**config.mk**
```make
export PLATFORM = sky130hd
export DESIGN_NAME = des_key_schedule
export DESIGN_NICKNAME = d
export VERILOG_FILES = /design/src/rtl/desks_pkg.sv /design/src/rtl/des_key_schedule.sv /design/src/rtl/desks_pc1.sv /design/src/rtl/desks_rounds.sv /design/src/rtl/desks_pc2.sv
export SDC_FILE = /design/constraint.sdc
export NUM_CORES = 1
export LEC_CHECK = 0
export BUFFER_PORTS_ARGS = -buffer_cell sky130_fd_sc_hd__buf_2
export CORE_UTILIZATION = 39
export CTS_CLUSTER_DIAMETER = 80
export DETAILED_ROUTE_END_ITERATION = 10
export PLACE_DENSITY = 0.61
export SLEW_MARGIN = 20
export SYNTH_ARGS = -nofsm -noshare
export SYNTH_HDL_FRONTEND = slang
export SYNTH_SLANG_ARGS = --single-unit
export TNS_END_PERCENT = 30
```
**constraint.sdc**
```tcl
create_clock -name clk -period 6.35 [get_ports clk]
set_clock_uncertainty 0.05 [all_clocks]
set_input_delay 1.27 -clock clk [delete_from_list [all_inputs] [get_ports clk]]
set_output_delay 1.27 -clock clk [all_outputs]
set_load 0.05 [all_outputs]
```
**src/rtl/desks_pkg.sv**
```systemverilog
package desks_pkg;

	localparam int KeyBits   = 64;
	localparam int HalfBits  = 28;
	localparam int CdBits    = 2 * HalfBits;
	localparam int SubBits   = 48;
	localparam int RoundBits = 5;
	localparam int IdxBits   = 4;
	localparam int Rounds    = 16;

	localparam logic [RoundBits-1:0] LastRound = RoundBits'(Rounds);

	// Bit positions are 1-based, 1 being the most significant bit.
	localparam logic [7:0] PC1_TAB [CdBits] = '{
		8'd57, 8'd49, 8'd41, 8'd33, 8'd25, 8'd17, 8'd9,
		8'd1,  8'd58, 8'd50, 8'd42, 8'd34, 8'd26, 8'd18,
		8'd10, 8'd2,  8'd59, 8'd51, 8'd43, 8'd35, 8'd27,
		8'd19, 8'd11, 8'd3,  8'd60, 8'd52, 8'd44, 8'd36,
		8'd63, 8'd55, 8'd47, 8'd39, 8'd31, 8'd23, 8'd15,
		8'd7,  8'd62, 8'd54, 8'd46, 8'd38, 8'd30, 8'd22,
		8'd14, 8'd6,  8'd61, 8'd53, 8'd45, 8'd37, 8'd29,
		8'd21, 8'd13, 8'd5,  8'd28, 8'd20, 8'd12, 8'd4
	};

	localparam logic [7:0] PC2_TAB [SubBits] = '{
		8'd14, 8'd17, 8'd11, 8'd24, 8'd1,  8'd5,
		8'd3,  8'd28, 8'd15, 8'd6,  8'd21, 8'd10,
		8'd23, 8'd19, 8'd12, 8'd4,  8'd26, 8'd8,
		8'd16, 8'd7,  8'd27, 8'd20, 8'd13, 8'd2,
		8'd41, 8'd52, 8'd31, 8'd37, 8'd47, 8'd55,
		8'd30, 8'd40, 8'd51, 8'd45, 8'd33, 8'd48,
		8'd44, 8'd49, 8'd39, 8'd56, 8'd34, 8'd53,
		8'd46, 8'd42, 8'd50, 8'd36, 8'd29, 8'd32
	};

	typedef struct packed {
		logic                 valid;
		logic [RoundBits-1:0] round_number;
		logic                 last;
	} round_ctl_t;

	function automatic logic [CdBits-1:0] pc1(input logic [KeyBits-1:0] key);
		logic [CdBits-1:0] res;
		res = '0;
		for (int i = 0; i < CdBits; i++) begin
			res[CdBits-1-i] = key[KeyBits - int'(PC1_TAB[i])];
		end
		return res;
	endfunction

	function automatic logic [SubBits-1:0] pc2(input logic [CdBits-1:0] cd);
		logic [SubBits-1:0] res;
		res = '0;
		for (int i = 0; i < SubBits; i++) begin
			res[SubBits-1-i] = cd[CdBits - int'(PC2_TAB[i])];
		end
		return res;
	endfunction

	// single-place rotation in rounds 1, 2, 9 and 16
	function automatic logic single_shift(input logic [RoundBits-1:0] rnd);
		return (rnd == RoundBits'(1)) || (rnd == RoundBits'(2)) ||
			(rnd == RoundBits'(9)) || (rnd == RoundBits'(16));
	endfunction

	function automatic logic [HalfBits-1:0] rotl(input logic [HalfBits-1:0] h,
		input logic one);
		return one ? {h[HalfBits-2:0], h[HalfBits-1]} :
			{h[HalfBits-3:0], h[HalfBits-1:HalfBits-2]};
	endfunction

endpackage

```
**src/rtl/des_key_schedule.sv**
```systemverilog
// DES key schedule.
// Slave stream: one 64-bit key per transaction on s_axis_tdata, standard bit 1
// in bit 63; parity bits are ignored.
// Master stream: sixteen transactions per key, one subkey each, in round order.
// tdata carries the 48-bit subkey, tuser the round number 1..16, and tlast
// marks round 16.
// Throughput: one subkey per cycle while keys are waiting and tready is high; the
// single round register pair (C and D halves), rotating once per subkey, sets this.
// A second key is taken into the input stage while the previous one is still
// being expanded, and its rounds follow the previous key's last round with no
// idle cycle.
// Pipeline: PC1 input register, round register, PC2 output register.
// When the receiver holds tready low, the output register holds its
// transaction, the stages behind it stop and then s_axis_tready falls.
// Reset empties all stages; no key is kept across reset.
module des_key_schedule (
	input  logic        clk,
	input  logic        arst_n,
	input  logic        s_axis_tvalid,
	output logic        s_axis_tready,
	input  logic [63:0] s_axis_tdata,  // [63:0] cipher_key
	output logic        m_axis_tvalid,
	input  logic        m_axis_tready,
	output logic [47:0] m_axis_tdata,  // [47:0] round_subkey
	output logic [4:0]  m_axis_tuser,  // [4:0] round_number
	output logic        m_axis_tlast   // final_round
);

	logic                                 valid_s1;
	logic [desks_pkg::CdBits-1:0]         cd_s1;
	logic                                 take;
	logic                                 ready_s2;
	desks_pkg::round_ctl_t                ctl_s2;
	logic [desks_pkg::CdBits-1:0]         cd_s2;
	desks_pkg::round_ctl_t                ctl_s3;
	logic [desks_pkg::SubBits-1:0]        sub_s3;

	desks_pc1 u_pc1 (
		.clk      (clk),
		.arst_n   (arst_n),
		.in_valid (s_axis_tvalid),
		.in_ready (s_axis_tready),
		.in_key   (s_axis_tdata),
		.take     (take),
		.valid_s1 (valid_s1),
		.cd_s1    (cd_s1)
	);

	desks_rounds u_rounds (
		.clk        (clk),
		.arst_n     (arst_n),
		.valid_s1   (valid_s1),
		.cd_s1      (cd_s1),
		.take       (take),
		.down_ready (ready_s2),
		.ctl_s2     (ctl_s2),
		.cd_s2      (cd_s2)
	);

	desks_pc2 u_pc2 (
		.clk       (clk),
		.arst_n    (arst_n),
		.ctl_s2    (ctl_s2),
		.cd_s2     (cd_s2),
		.ready_s2  (ready_s2),
		.ctl_s3    (ctl_s3),
		.sub_s3    (sub_s3),
		.out_ready (m_axis_tready)
	);

	assign m_axis_tvalid = ctl_s3.valid;
	assign m_axis_tdata  = sub_s3;
	assign m_axis_tuser  = ctl_s3.round_number;
	assign m_axis_tlast  = ctl_s3.last;

endmodule

```
**src/rtl/desks_pc1.sv**
```systemverilog
module desks_pc1 (
	input  logic                               clk,
	input  logic                               arst_n,
	input  logic                               in_valid,
	output logic                               in_ready,
	input  logic [desks_pkg::KeyBits-1:0]      in_key,
	input  logic                               take,
	output logic                               valid_s1,
	output logic [desks_pkg::CdBits-1:0]       cd_s1
);

	assign in_ready = !valid_s1 || take;

	always_ff @(posedge clk or negedge arst_n) begin
		if (!arst_n) begin
			valid_s1 <= 1'b0;
		end else if (in_ready) begin
			valid_s1 <= in_valid;
		end
	end

	always_ff @(posedge clk) begin
		if (in_ready && in_valid) begin
			cd_s1 <= desks_pkg::pc1(in_key);
		end
	end

endmodule

```
**src/rtl/desks_rounds.sv**
```systemverilog
module desks_rounds (
	input  logic                               clk,
	input  logic                               arst_n,
	input  logic                               valid_s1,
	input  logic [desks_pkg::CdBits-1:0]       cd_s1,
	output logic                               take,
	input  logic                               down_ready,
	output desks_pkg::round_ctl_t              ctl_s2,
	output logic [desks_pkg::CdBits-1:0]       cd_s2
);

	logic                                 active_q;
	logic [desks_pkg::IdxBits-1:0]        rnd_q;
	logic [desks_pkg::HalfBits-1:0]       c_q;
	logic [desks_pkg::HalfBits-1:0]       d_q;
	logic                                 valid_s2;
	logic [desks_pkg::RoundBits-1:0]      round_s2;
	logic                                 last_s2;
	logic                                 adv;
	logic                                 fire;
	logic                                 last;
	logic [desks_pkg::RoundBits-1:0]      rnd_num;
	logic                                 one;
	logic [desks_pkg::HalfBits-1:0]       c_rot;
	logic [desks_pkg::HalfBits-1:0]       d_rot;

	assign ctl_s2  = '{valid: valid_s2, round_number: round_s2, last: last_s2};
	assign adv     = !valid_s2 || down_ready;
	assign fire    = active_q && adv;
	assign last    = rnd_q == desks_pkg::IdxBits'(desks_pkg::Rounds - 1);
	assign rnd_num = desks_pkg::RoundBits'(rnd_q) + desks_pkg::RoundBits'(1);
	assign one     = desks_pkg::single_shift(rnd_num);
	assign c_rot   = desks_pkg::rotl(c_q, one);
	assign d_rot   = desks_pkg::rotl(d_q, one);
	// next key is loaded as the sixteenth round leaves, so keys run without a gap
	assign take    = !active_q || (fire && last);

	always_ff @(posedge clk or negedge arst_n) begin
		if (!arst_n) begin
			active_q <= 1'b0;
			rnd_q    <= '0;
			valid_s2 <= 1'b0;
		end else begin
			if (adv) begin
				valid_s2 <= fire;
			end
			if (take) begin
				active_q <= valid_s1;
				rnd_q    <= '0;
			end else if (fire) begin
				rnd_q <= rnd_q + desks_pkg::IdxBits'(1);
			end
		end
	end

	always_ff @(posedge clk) begin
		if (take && valid_s1) begin
			c_q <= cd_s1[desks_pkg::CdBits-1:desks_pkg::HalfBits];
			d_q <= cd_s1[desks_pkg::HalfBits-1:0];
		end else if (fire) begin
			c_q <= c_rot;
			d_q <= d_rot;
		end
		if (fire) begin
			cd_s2    <= {c_rot, d_rot};
			round_s2 <= rnd_num;
			last_s2  <= last;
		end
	end

endmodule

```
**src/rtl/desks_pc2.sv**
```systemverilog
module desks_pc2 (
	input  logic                               clk,
	input  logic                               arst_n,
	input  desks_pkg::round_ctl_t              ctl_s2,
	input  logic [desks_pkg::CdBits-1:0]       cd_s2,
	output logic                               ready_s2,
	output desks_pkg::round_ctl_t              ctl_s3,
	output logic [desks_pkg::SubBits-1:0]      sub_s3,
	input  logic                               out_ready
);

	logic                                 valid_s3;
	logic [desks_pkg::RoundBits-1:0]      round_s3;
	logic                                 last_s3;

	assign ctl_s3   = '{valid: valid_s3, round_number: round_s3, last: last_s3};
	assign ready_s2 = !valid_s3 || out_ready;

	always_ff @(posedge clk or negedge arst_n) begin
		if (!arst_n) begin
			valid_s3 <= 1'b0;
		end else if (ready_s2) begin
			valid_s3 <= ctl_s2.valid;
		end
	end

	always_ff @(posedge clk) begin
		if (ready_s2 && ctl_s2.valid) begin
			sub_s3   <= desks_pkg::pc2(cd_s2);
			round_s3 <= ctl_s2.round_number;
			last_s3  <= ctl_s2.last;
		end
	end

endmodule

```
; Word level (Yosys, flattened, before mapping)
; Index checks and enable logic that the tools add are counted.
[totals]
in_bits = 68
reg_bits = 236
wordCells = 47
output_inout_bits = 56
[op_classes]
addsub = 2
n_mux = 8
reduce_logical = 18
eq_ne = 5
[ops]
columns = op, n
row1 = $mux 28, 6
row2 = $mux 4, 2
row3 = $logic_or 1x1->1, 7
row4 = $add 4x1->5 const B, 1
row5 = $eq 5x1->1 const B, 1
row6 = $eq 5x2->1 const B, 1
row7 = $eq 5x4->1 const B, 1
row8 = $eq 5x5->1 const B, 1
row9 = $logic_and 1x1->1, 5
row10 = $add 4x1->4 const B, 1
row11 = $eq 4x4->1 const B, 1
row12 = $logic_not 1->1, 4
row13 = $reduce_bool 2->1, 2

; Logic depth before layout (Yosys ltp)
; Gate-level depths: netlist (run 1).
[logic_depth]
ltp_word = 8
ltp_mapped = 9
ltp_nobuf = 6

; Hierarchy
; Synthesis (run 1) repeated with hierarchy kept, for this count alone.
[unflattened]
cells_unflattened = 410
hier_area_um2 = 8954.8
[modules_own_cells]
columns = module, seq_area_each_um2, area_each_um2, cells_each, n_inst
row1 = desks_rounds, 3663.5, 5529.1, 290, 1
row2 = desks_pc1, 1706.6, 1735.4, 60, 1
row3 = desks_pc2, 1646.6, 1690.4, 60, 1

; Worst setup path after synthesis (run 1)
; No wires, ideal clock.
[synth_path]
path_type = input to register
from = input m_axis_tready
to = register u_rounds.c_q[0] in the netlist's numbering (enable)
n_path_buf = 1
setup_slack_ps = 195
cell_stages = 3
arrival_time_ps = 5557
t_required_ps = 5753
setup_ps = 547
path_cell_list = and3b_1 > clkbuf_1 > o21ai_0
[synth_via]
elab_chain_len = 7
[synth_lines]
columns = element, line
row1 = "start, declared", des_key_schedule.sv:23  ; input logic m_axis_tready,
row2 = $logic_or 1x1->1 (*), desks_pc2.sv:17  ; assign ready_s2 = !valid_s3 || out_ready;
row3 = $logic_or 1x1->1 (*), desks_rounds.sv:28  ; assign adv = !valid_s2 || down_ready;
row4 = $logic_and 1x1->1 (*), desks_rounds.sv:29  ; assign fire = active_q && adv;
row5 = $logic_and 1x1->1, desks_rounds.sv:36  ; assign take = !active_q || (fire && last);
row6 = $logic_or 1x1->1, desks_rounds.sv:36
row7 = $logic_and 1x1->1, desks_rounds.sv:57  ; if (take && valid_s1) begin
row8 = $reduce_bool 2->1 (no line) (*), --
row9 = "end signal, assigned", desks_rounds.sv:58  ; c_q <= cd_s1[desks_pkg::CdBits-1:desks_pkg::HalfBits];
row10 = "end signal, assigned", desks_rounds.sv:61  ; c_q <= c_rot;
row11 = "end, declared", desks_rounds.sv:14  ; logic [desks_pkg::HalfBits-1:0] c_q;
; Mark *: on every way between the ends. The rest lies on a longest branch, timed or not.
; A chain may end at the register's enable or synchronous reset.

; Worst setup path after layout (run 1)
[layout_path]
from = input m_axis_tready
to = output s_axis_tready
[layout_via]
elab_chain_len = 6
[layout_lines]
columns = element, line
row1 = $logic_or 1x1->1, desks_pc2.sv:17
row2 = $logic_or 1x1->1, desks_rounds.sv:28
row3 = $logic_and 1x1->1, desks_rounds.sv:29
row4 = $logic_and 1x1->1, desks_rounds.sv:36
row5 = $logic_or 1x1->1, desks_rounds.sv:36
row6 = $logic_or 1x1->1, desks_pc1.sv:12  ; assign in_ready = !valid_s1 || take;
row7 = "end, declared", des_key_schedule.sv:20  ; output logic s_axis_tready,
; No other way between the ends.

==> results of run 1 <==
[critical path: stages]
cell,delay (ns)
buf_2,0.09
and3b_1,0.30
o211ai_1,0.30
buf_2,0.32
[cell families (layout without fill, tap and decap cells)]
family,Yosys count,in the layout,synth area share
DFF,226,226,0.679
muxes,106,106,0.113
buffers and inverters,69,180,0.0313
adders and majority gates,4,4,0.00504
xor gates and xnor gates,3,3,0.00264
AOI/OAI and AO/OA,67,67,0.0564
and+or+nand+nor,192,192,0.113
[path summary, 6_finish.rpt]
check / from / to / cells past startpoint / slack (ns)
hold reg to reg: u_rounds.cd_s2[25] / u_pc2.sub_s3[21] / 0 / 0.35
max in group asynchronous: arst_n / u_rounds.rnd_q[1] / 1 / 5.55
setup / recovery: m_axis_tready / s_axis_tready / 4 / 2.75
hold / removal: u_rounds.cd_s2[25] / u_pc2.sub_s3[21] / 0 / 0.35
setup reg to reg: u_rounds.rnd_q[0] / u_rounds.cd_s2[22] / 7 / 2.87
min in group asynchronous: arst_n / u_rounds.rnd_q[3] / 1 / 0.53
[synth_stat cells]
cell type  count  share of area
nand3_2        1         0.0010
and3b_1        1        0.00088
a32oi_1        1        0.00088
dfrtp_1        8          0.020
xnor2_1        2         0.0018
nand3_1       58          0.029
nand3b_1       1        0.00076
o211ai_1       1        0.00076
xor2_1         1        0.00088
mux2_2        29          0.033
nand2b_1       6         0.0038
nor3_1         1        0.00050
a32o_1         1         0.0010
nand2_1        4         0.0015
nor2_1         3         0.0011
clkbuf_1      32          0.012
mux2i_1       57          0.057
o21ai_1        1        0.00050
and2_1        58          0.037
o221ai_1       1        0.00088
a21oi_1        4         0.0020
o21ai_0        2         0.0010
edfxtp_1     218           0.66
and4b_1        1         0.0010
inv_1          5         0.0019
buf_1          8         0.0030
o2111ai_1     56          0.049
buf_2         18         0.0091
buf_6          2         0.0023
buf_4          4         0.0030
mux2_1        20          0.023
or3_1          1        0.00063
nand4_1       57          0.036
ha_1           4         0.0050
[sequential cells by signal, summed over array words and instances (netlist names), 4 cells and up]
register / cells
u_rounds.c_q: 28
u_rounds.cd_s2: 48
u_rounds.d_q: 28
u_rounds.round_s2: 4
u_pc2.sub_s3: 48
u_pc1.cd_s1: 56
u_rounds.rnd_q: 4
u_pc2.round_s3: 4
[stage by stage]
step                hold slack, ns  instances  power (mW)  setup slack, ns
CTS                          0.354       1108        6.23             2.73
floorplan                    0.350        667        4.29            0.195
global route                 0.371       1108        6.53             2.60
detailed placement           0.355       1060        4.81             2.74
global placement             0.354       1060        4.73             2.74
finish                       0.353       1108        6.19             2.75
[power groups by stage]
stage,Combinational [mW],Sequential [mW],Clock (mW)
final,2.11,2.68,1.39
after global routing,2.30,2.75,1.49
after CTS,2.12,2.68,1.43
after detailed placement,2.11,2.70,0
after global placement,2.04,2.68,0
after floorplan,1.40,2.89,0
[layout make-up]
cell class                 instances  area, sq um  share of cell area
inverter                           5         18.8             0.00162
clock buffer                      35          704              0.0606
clock inverter                    13         93.8             0.00808
tap                              330          413              0.0355
sequential                       226         6750               0.581
timing repair buffer             127          666              0.0573
multi-input combinational        372         2970               0.256
[metal layers]
layer / share of wire / vias to the layer above / global-route usage
met2: 0.47 / 201 / 0.252
met4: 0.015 / 0 / 0.0395
li1: - / 2850 / -
met5: 0 / - / 0
met3: 0.059 / 28 / 0.0282
met1: 0.46 / 2965 / 0.220
==> flow_summary.yaml, run 1 <==
synthesis:
  syn_inst: 667
  synth_cell_types: 34
  syn-cell-area_sq_mm: 0.00994
  syn_nets: 739
  ys_ff_latch: 226
  yosysWarnings: 0
  ys_seq_area_frac: 0.679
  post_synth.cell_area_avg_sq_um: 14.9
floorplan:
  core_sq_mm: 0.0251
  io_pins: 124
  die_area_sq_mm: 0.0261
  die_y_microns: 162
  die-width_microns: 162
  rows: 58
  initial_core_util: 0.396
sta:
  layout_min_cycle_time_ns: 3.60
  fmax_mhz: 278
  post-route-period-util: 0.567
  setup_viol: 0
  rsz0062_at_grt: "false"
  report.final.slew_viol_count: 0
  fin_tns_setup_ns: 0
  worst_slew_pin_slew_ns: 1.01
  finalHoldViolations: 0
  slew-limit-headroom: 0.324
clock_tree:
  clkSlewWorstSetupHoldPaths_ns: 0.06
  htreeDepth: 1
  clock_sinks: 226
  post_cts_buffers: 0
  postCtsHoldBufs: 0
  cts_inserted_buffers: 26
  clockBufferDepth: 3
  root_buffer: "clkbuf_16"
  cts-resized-gates: 0
  clk_latency_ns: 0.53
  cts_tree: "built"
critical_path:
  cp_data_arrival_time_ns: 2.28
  crit_fanout: 9
  critical_path_class: "input port to output pin"
  cp-end-kind: "output pin"
  cp.required_ns: 5.03
  start_kind: "input port"
outcome:
  status: "complete, no violations"
global_routing:
  overflow: 0
  antenna_found_initial: 0
  grt_usage: 0.157
  grt_max_degree: 86
  grt_pass1_vias: 5562
  grt_pass1_wl_microns: 32100
cells_and_area:
  areaGrowthSynthToFinish_pct: 16.9
  fill_cells: 2225
  layout_common_cells: "218 x edfxtp_1, 115 x buf_2, 58 x nand3_1"
  mostFrequentLayoutCell: "edfxtp_1"
  fin_nets: 830
  drive_gt1_frac: 0.260
  diodes: 0
  final_area_sq_mm: 0.0116
  final_core_util: 0.463
place:
  portBuffers: 115
  placed_area_sq_mm: 0.0108
  place.gp.congestion: 0.749
  dp_hpwl_microns: 11800
pwr:
  seqPwrFrac: 0.434
  p_switching_mw: 2.19
  sw_frac_of_total: 0.354
  p_comb_frac: 0.341
  internal_power_mw: 4.00
  power.leakage_nw: 4.51
  ir_drop_mv: 0.242
  clkPwrFrac: 0.225
  powerDensity_mw_per_mm2: 533
routing:
  routed_via_density: 5.45
  vias: 6044
  drt_iter0_drc: 523
  routed_wl_microns: 20900
  first_pass_iters: 5
  detail_route.wl_per_cell_microns: 18.8
  postRouteAntennaNets: 0
  drcViolationCount: 0
min_path:
  hold_path_class: "flop to flop"
run:
  maxCapViolations: 0
(Power assumes the default switching activity.)
==> inputs of run 2 (changes only) <==
Clock period 6.35 ns to 3.6 ns, I/O delays scaled along.
==> run 2 against run 1 <==
Net effect:
- die area unchanged
- setup slack got worse by 2.2 ns
- critical path depth unchanged
- sequential power increased by 77%
- worst hold slack got worse by 0.025 ns
- combinational power grew 79%
==> flow_summary.yaml, run 2 (synthesized netlist as in run 1, its figures left out) <==
sta:
  holdWs_ns: 0.328
  fmax_mhz: 328
  report.final.slew_viol_count: 0
  slew-limit-headroom: 0.406
  setup_viol: 0
  fin_tns_setup_ns: 0
  rsz0062_at_grt: "false"
  post-route-period-util: 0.846
  finalHoldViolations: 0
  worst_slew_pin_slew_ns: 0.888
  layout_min_cycle_time_ns: 3.04
clock_tree:
  htreeDepth: 1
  clock_sinks: 226
  clk_latency_ns: 0.52
  clkSlewWorstSetupHoldPaths_ns: 0.06
  root_buffer: "clkbuf_16"
  cts_inserted_buffers: 26
  cts_tree: "built"
  clockBufferDepth: 3
cells_and_area:
  drive_gt1_frac: 0.264
  top_regs: "u_pc1.cd_s1 x56, u_pc2.sub_s3 x48, u_rounds.cd_s2 x48"
  final_area_sq_mm: 0.0117
  fin_nets: 836
  fill_cells: 2228
  final_core_util: 0.466
  diodes: 0
  max_flop_register: "u_pc1.cd_s1"
  largest_reg_flops: 56
  layout_common_cells: "218 x edfxtp_1, 115 x buf_2, 58 x nand3_1"
  mostFrequentLayoutCell: "edfxtp_1"
  areaGrowthSynthToFinish_pct: 17.8
place:
  placed_area_sq_mm: 0.0109
  place.gp.congestion: 0.750
  portBuffers: 115
  dp_hpwl_microns: 12200
outcome:
  status: "complete, no violations"
floorplan:
  core_sq_mm: 0.0251
  io_pins: 124
  die-width_microns: 162
  die_area_sq_mm: 0.0261
  die_y_microns: 162
  rows: 58
  initial_core_util: 0.396
global_routing:
  grt_pass1_wl_microns: 33300
  antenna_found_initial: 0
  grt_pass1_vias: 6012
  overflow: 0
  grt_usage: 0.160
  grt_max_degree: 85
critical_path:
  critical_path_class: "flop to output pin"
  start_kind: "flop"
  reg2reg_from: "u_rounds.rnd_q[0]"
  rrSetupSlack_ns: 0.97
  cp_data_arrival_time_ns: 2.27
  cp.required_ns: 2.83
  cp-end-kind: "output pin"
  r2r_end: "u_rounds.cd_s2[15]"
  worstRegToRegCells: 6
  crit_fanout: 8
routing:
  drt_iter0_drc: 547
  first_pass_iters: 5
  postRouteAntennaNets: 0
  vias: 6094
  routed_via_density: 5.48
  routed_wl_microns: 20900
  drcViolationCount: 0
  detail_route.wl_per_cell_microns: 18.8
run:
  maxCapViolations: 0
pwr:
  ir_drop_mv: 0.415
  powerDensity_mw_per_mm2: 936
  power.leakage_nw: 4.56
min_path:
  hp-start: "s_axis_tdata[29]"
  hold_path_class: "input port to flop"
  min_to: "u_pc1.cd_s1[36]"
  hold_depth: 1
## run 2: cell types whose count changed in the layout (fill, tap and decap cells not counted)
cell           before  now
clkbuf_16          26   27
clkbuf_8            2    0
clkinv_8            1    0
buf_4              12   13
dlygate4sd3_1       0    1
clkbuf_1            7    6
clkinv_4            0    2
buf_12              0    4
## run 2: worst max-delay path: stages (launching register included)
cell	delay, ns
dfrtp_1	0.50
ha_1	0.35
nand3_2	0.22
o211ai_1	0.36
buf_2	0.33
## run 2: worst max path at each step
| stage | from | end | slack [ns] | cells past startpoint |
|---|---|---|---|---|
| after floorplan | m_axis_tready | u_pc1.cd_s1[0] | -0.25 | 4 |
| after global placement | m_axis_tready | u_rounds.c_q[21] | 0.98 | 4 |
| after detailed placement | m_axis_tready | u_pc1.cd_s1[2] | 0.89 | 5 |
| after CTS | u_rounds.rnd_q[0] | s_axis_tready | 0.55 | 4 |
| after global routing | u_rounds.rnd_q[0] | s_axis_tready | 0.40 | 4 |
| final | u_rounds.rnd_q[0] | s_axis_tready | 0.56 | 4 |
## run 2: what timing repair did
item / CTS / global route
hold buffers: 1 / 0
hold endpoints to repair: 8 / 0
setup buffers: 0 / 0
gates resized for setup: 0 / 0
endpoints found under the setup margin: 0 / 0
## run 2: area by class of cell
cell class	count	area (sq um)	area share
timing repair buffer	133	763	0.0652
multi-input combinational	372	2970	0.254
clock buffer	33	698	0.0596
sequential	226	6750	0.576
inverter	5	18.8	0.00160
clock inverter	14	95.1	0.00812
tap	330	413	0.0353
## run 2: metal layers
layer	track usage	vias to the layer above	part of all wire
li1	-	2864	-
met1	0.220	3012	0.44
met2	0.263	183	0.49
met3	0.0236	35	0.052
met4	0.0485	0	0.016
met5	0	-	0
## run 2: where the power goes
group | switching [mW] | internal [mW] | leakage, nW
combinational | 2.30 | 1.48 | 1.99
clock | 0.998 | 1.44 | 0.391
sequential | 0.563 | 4.17 | 2.18
total | 3.86 | 7.09 | 4.56
## run 2: stage by stage
step                      power (mW)  cells  worst slack [ns]
final                           11.0   1113             0.555
after global routing            11.6   1113             0.404
after CTS                       11.0   1113             0.549
after detailed placement        8.54   1065             0.888
after global placement          8.39   1065             0.979
after floorplan                 7.56    667            -0.251
==> inputs of run 3 (changes only) <==
Clock period 3.6 ns to 3 ns, I/O delays scaled along.
==> run 3 against run 2 <==
Net effect:
- total power up 22%
- global-route usage about the same
- sequential power is 20% higher
- critical path depth is the same
- core utilization grew 0.40 points
- design area up 0.87%
- first-iteration DRC count decreased by 13%
- combinational power is 20% higher
- clock power grew 27%
- via count up 0.54%
- critical endpoint unchanged
==> flow_summary.yaml, run 3 (synthesized netlist as in run 1, its figures left out) <==
outcome:
  status: "complete, no violations"
global_routing:
  grt_pass1_vias: 6054
  antenna_found_initial: 0
  grt_usage: 0.161
  grt_pass1_wl_microns: 33300
  overflow: 0
  grt_max_degree: 85
critical_path:
  start_kind: "flop"
  cp.required_ns: 2.35
  cp_data_arrival_time_ns: 2.22
  cp-end-kind: "output pin"
  critical_path_class: "flop to output pin"
  crit_fanout: 8
cells_and_area:
  final_area_sq_mm: 0.0118
  areaGrowthSynthToFinish_pct: 18.8
  fin_cells: 1116
  fin_nets: 840
  max_flop_register: "u_pc1.cd_s1"
  fill_cells: 2224
  diodes: 0
  drive_gt1_frac: 0.272
  mostFrequentLayoutCell: "edfxtp_1"
  layout_common_cells: "218 x edfxtp_1, 115 x buf_2, 58 x nand3_1"
  top_regs: "u_pc1.cd_s1 x56, u_pc2.sub_s3 x48, u_rounds.cd_s2 x48"
  largest_reg_flops: 56
place:
  placed_area_sq_mm: 0.0109
  dp_hpwl_microns: 12300
  place.gp.congestion: 0.759
  placed_cells: 1068
  portBuffers: 115
sta:
  holdWs_ns: 0.205
  worst_slew_pin_slew_ns: 0.681
  layout_min_cycle_time_ns: 2.87
  fmax_mhz: 348
  fin_tns_setup_ns: 0
  setup_viol: 0
  rsz0062_at_grt: "false"
  finalHoldViolations: 0
  report.final.slew_viol_count: 0
  slew-limit-headroom: 0.546
  post-route-period-util: 0.958
routing:
  vias: 6127
  routed_wl_microns: 20900
  detail_route.wl_per_cell_microns: 18.7
  drcViolationCount: 0
  first_pass_iters: 4
  drt_iter0_drc: 476
  routed_via_density: 5.49
  postRouteAntennaNets: 0
floorplan:
  die-width_microns: 162
  io_pins: 124
  die_area_sq_mm: 0.0261
  die_y_microns: 162
  core_sq_mm: 0.0251
  initial_core_util: 0.396
  rows: 58
clock_tree:
  cts_tree: "built"
  cts_inserted_buffers: 26
  clock_sinks: 226
  clk_latency_ns: 0.52
  clkSlewWorstSetupHoldPaths_ns: 0.06
  htreeDepth: 1
  clockBufferDepth: 3
  cts-resized-gates: 0
  root_buffer: "clkbuf_16"
pwr:
  ir_drop_mv: 0.644
  finalPower_mw: 13.3
  power.leakage_nw: 4.61
  powerDensity_mw_per_mm2: 1130
min_path:
  hold_path_class: "input port to flop"
run:
  maxCapViolations: 0
[run 3: changes by cell type in the layout (fill, tap and decap cells not counted), sizes merged]
cell / change
bufinv: +2
clkbuf: -2
buf: +4
clkinv: -1
[run 3: path summary, 6_finish.rpt]
check | slack, ns | endpoint | cells after the start | start
hold reg to reg | 0.36 | u_pc2.round_s3[2] | 0 | u_rounds.round_s2[2]
setup reg to reg | 0.33 | u_pc1.cd_s1[46] | 6 | u_rounds.rnd_q[0]
hold / removal | 0.20 | u_pc1.cd_s1[14] | 1 | s_axis_tdata[42]
max in group asynchronous | 2.30 | u_pc1.valid_s1 | 2 | arst_n
setup / recovery | 0.13 | s_axis_tready | 4 | u_rounds.rnd_q[0]
min in group asynchronous | 0.43 | u_rounds.rnd_q[0] | 2 | arst_n
[run 3: power by group]
part	switching, mW	internal, mW	total [mW]
clock network	1.21	1.89	3.09
registers	0.686	5.01	5.69
logic	2.73	1.80	4.53
total	4.62	8.69	13.3
[run 3: per-layer routing]
| layer | track usage | vias up | part of all wire |
|---|---|---|---|
| met4 | 0.0407 | 0 | 0.017 |
| met3 | 0.0259 | 29 | 0.060 |
| met5 | 0 | - | 0 |
| li1 | - | 2866 | - |
| met2 | 0.264 | 212 | 0.48 |
| met1 | 0.222 | 3020 | 0.44 |
[run 3: repair_timing]
action,4_1_cts,5_1_grt
setup buffers,0,1
endpoints found under the setup margin,0,1
endpoints found under the hold margin,8,0
hold buffers,1,0
[run 3: area by class of cell]
| type | count | area (sq um) | share of cell area |
|---|---|---|---|
| multi-input combinational | 372 | 2970 | 0.252 |
| timing repair buffer | 137 | 818 | 0.0693 |
| tap | 330 | 413 | 0.0350 |
| sequential | 226 | 6750 | 0.571 |
| inverter | 5 | 18.8 | 0.00159 |
| clock buffer | 31 | 691 | 0.0585 |
| clock inverter | 15 | 149 | 0.0126 |
[run 3: per-stage QoR]
stage / util / setup slack (ns)
2_1_floorplan: - / -0.788
3_3_place_gp: 0.436 / 0.470
3_5_place_dp: 0.436 / 0.377
4_1_cts: 0.470 / 0.0705
5_1_grt: 0.470 / 0.0318
6_report: 0.470 / 0.127
[run 3: worst max-delay path, stage by stage, from the launching register on]
cell and delay [ns]:
dfrtp_1 0.48, ha_1 0.34, nand3_2 0.22, o211ai_1 0.34, buf_2 0.33
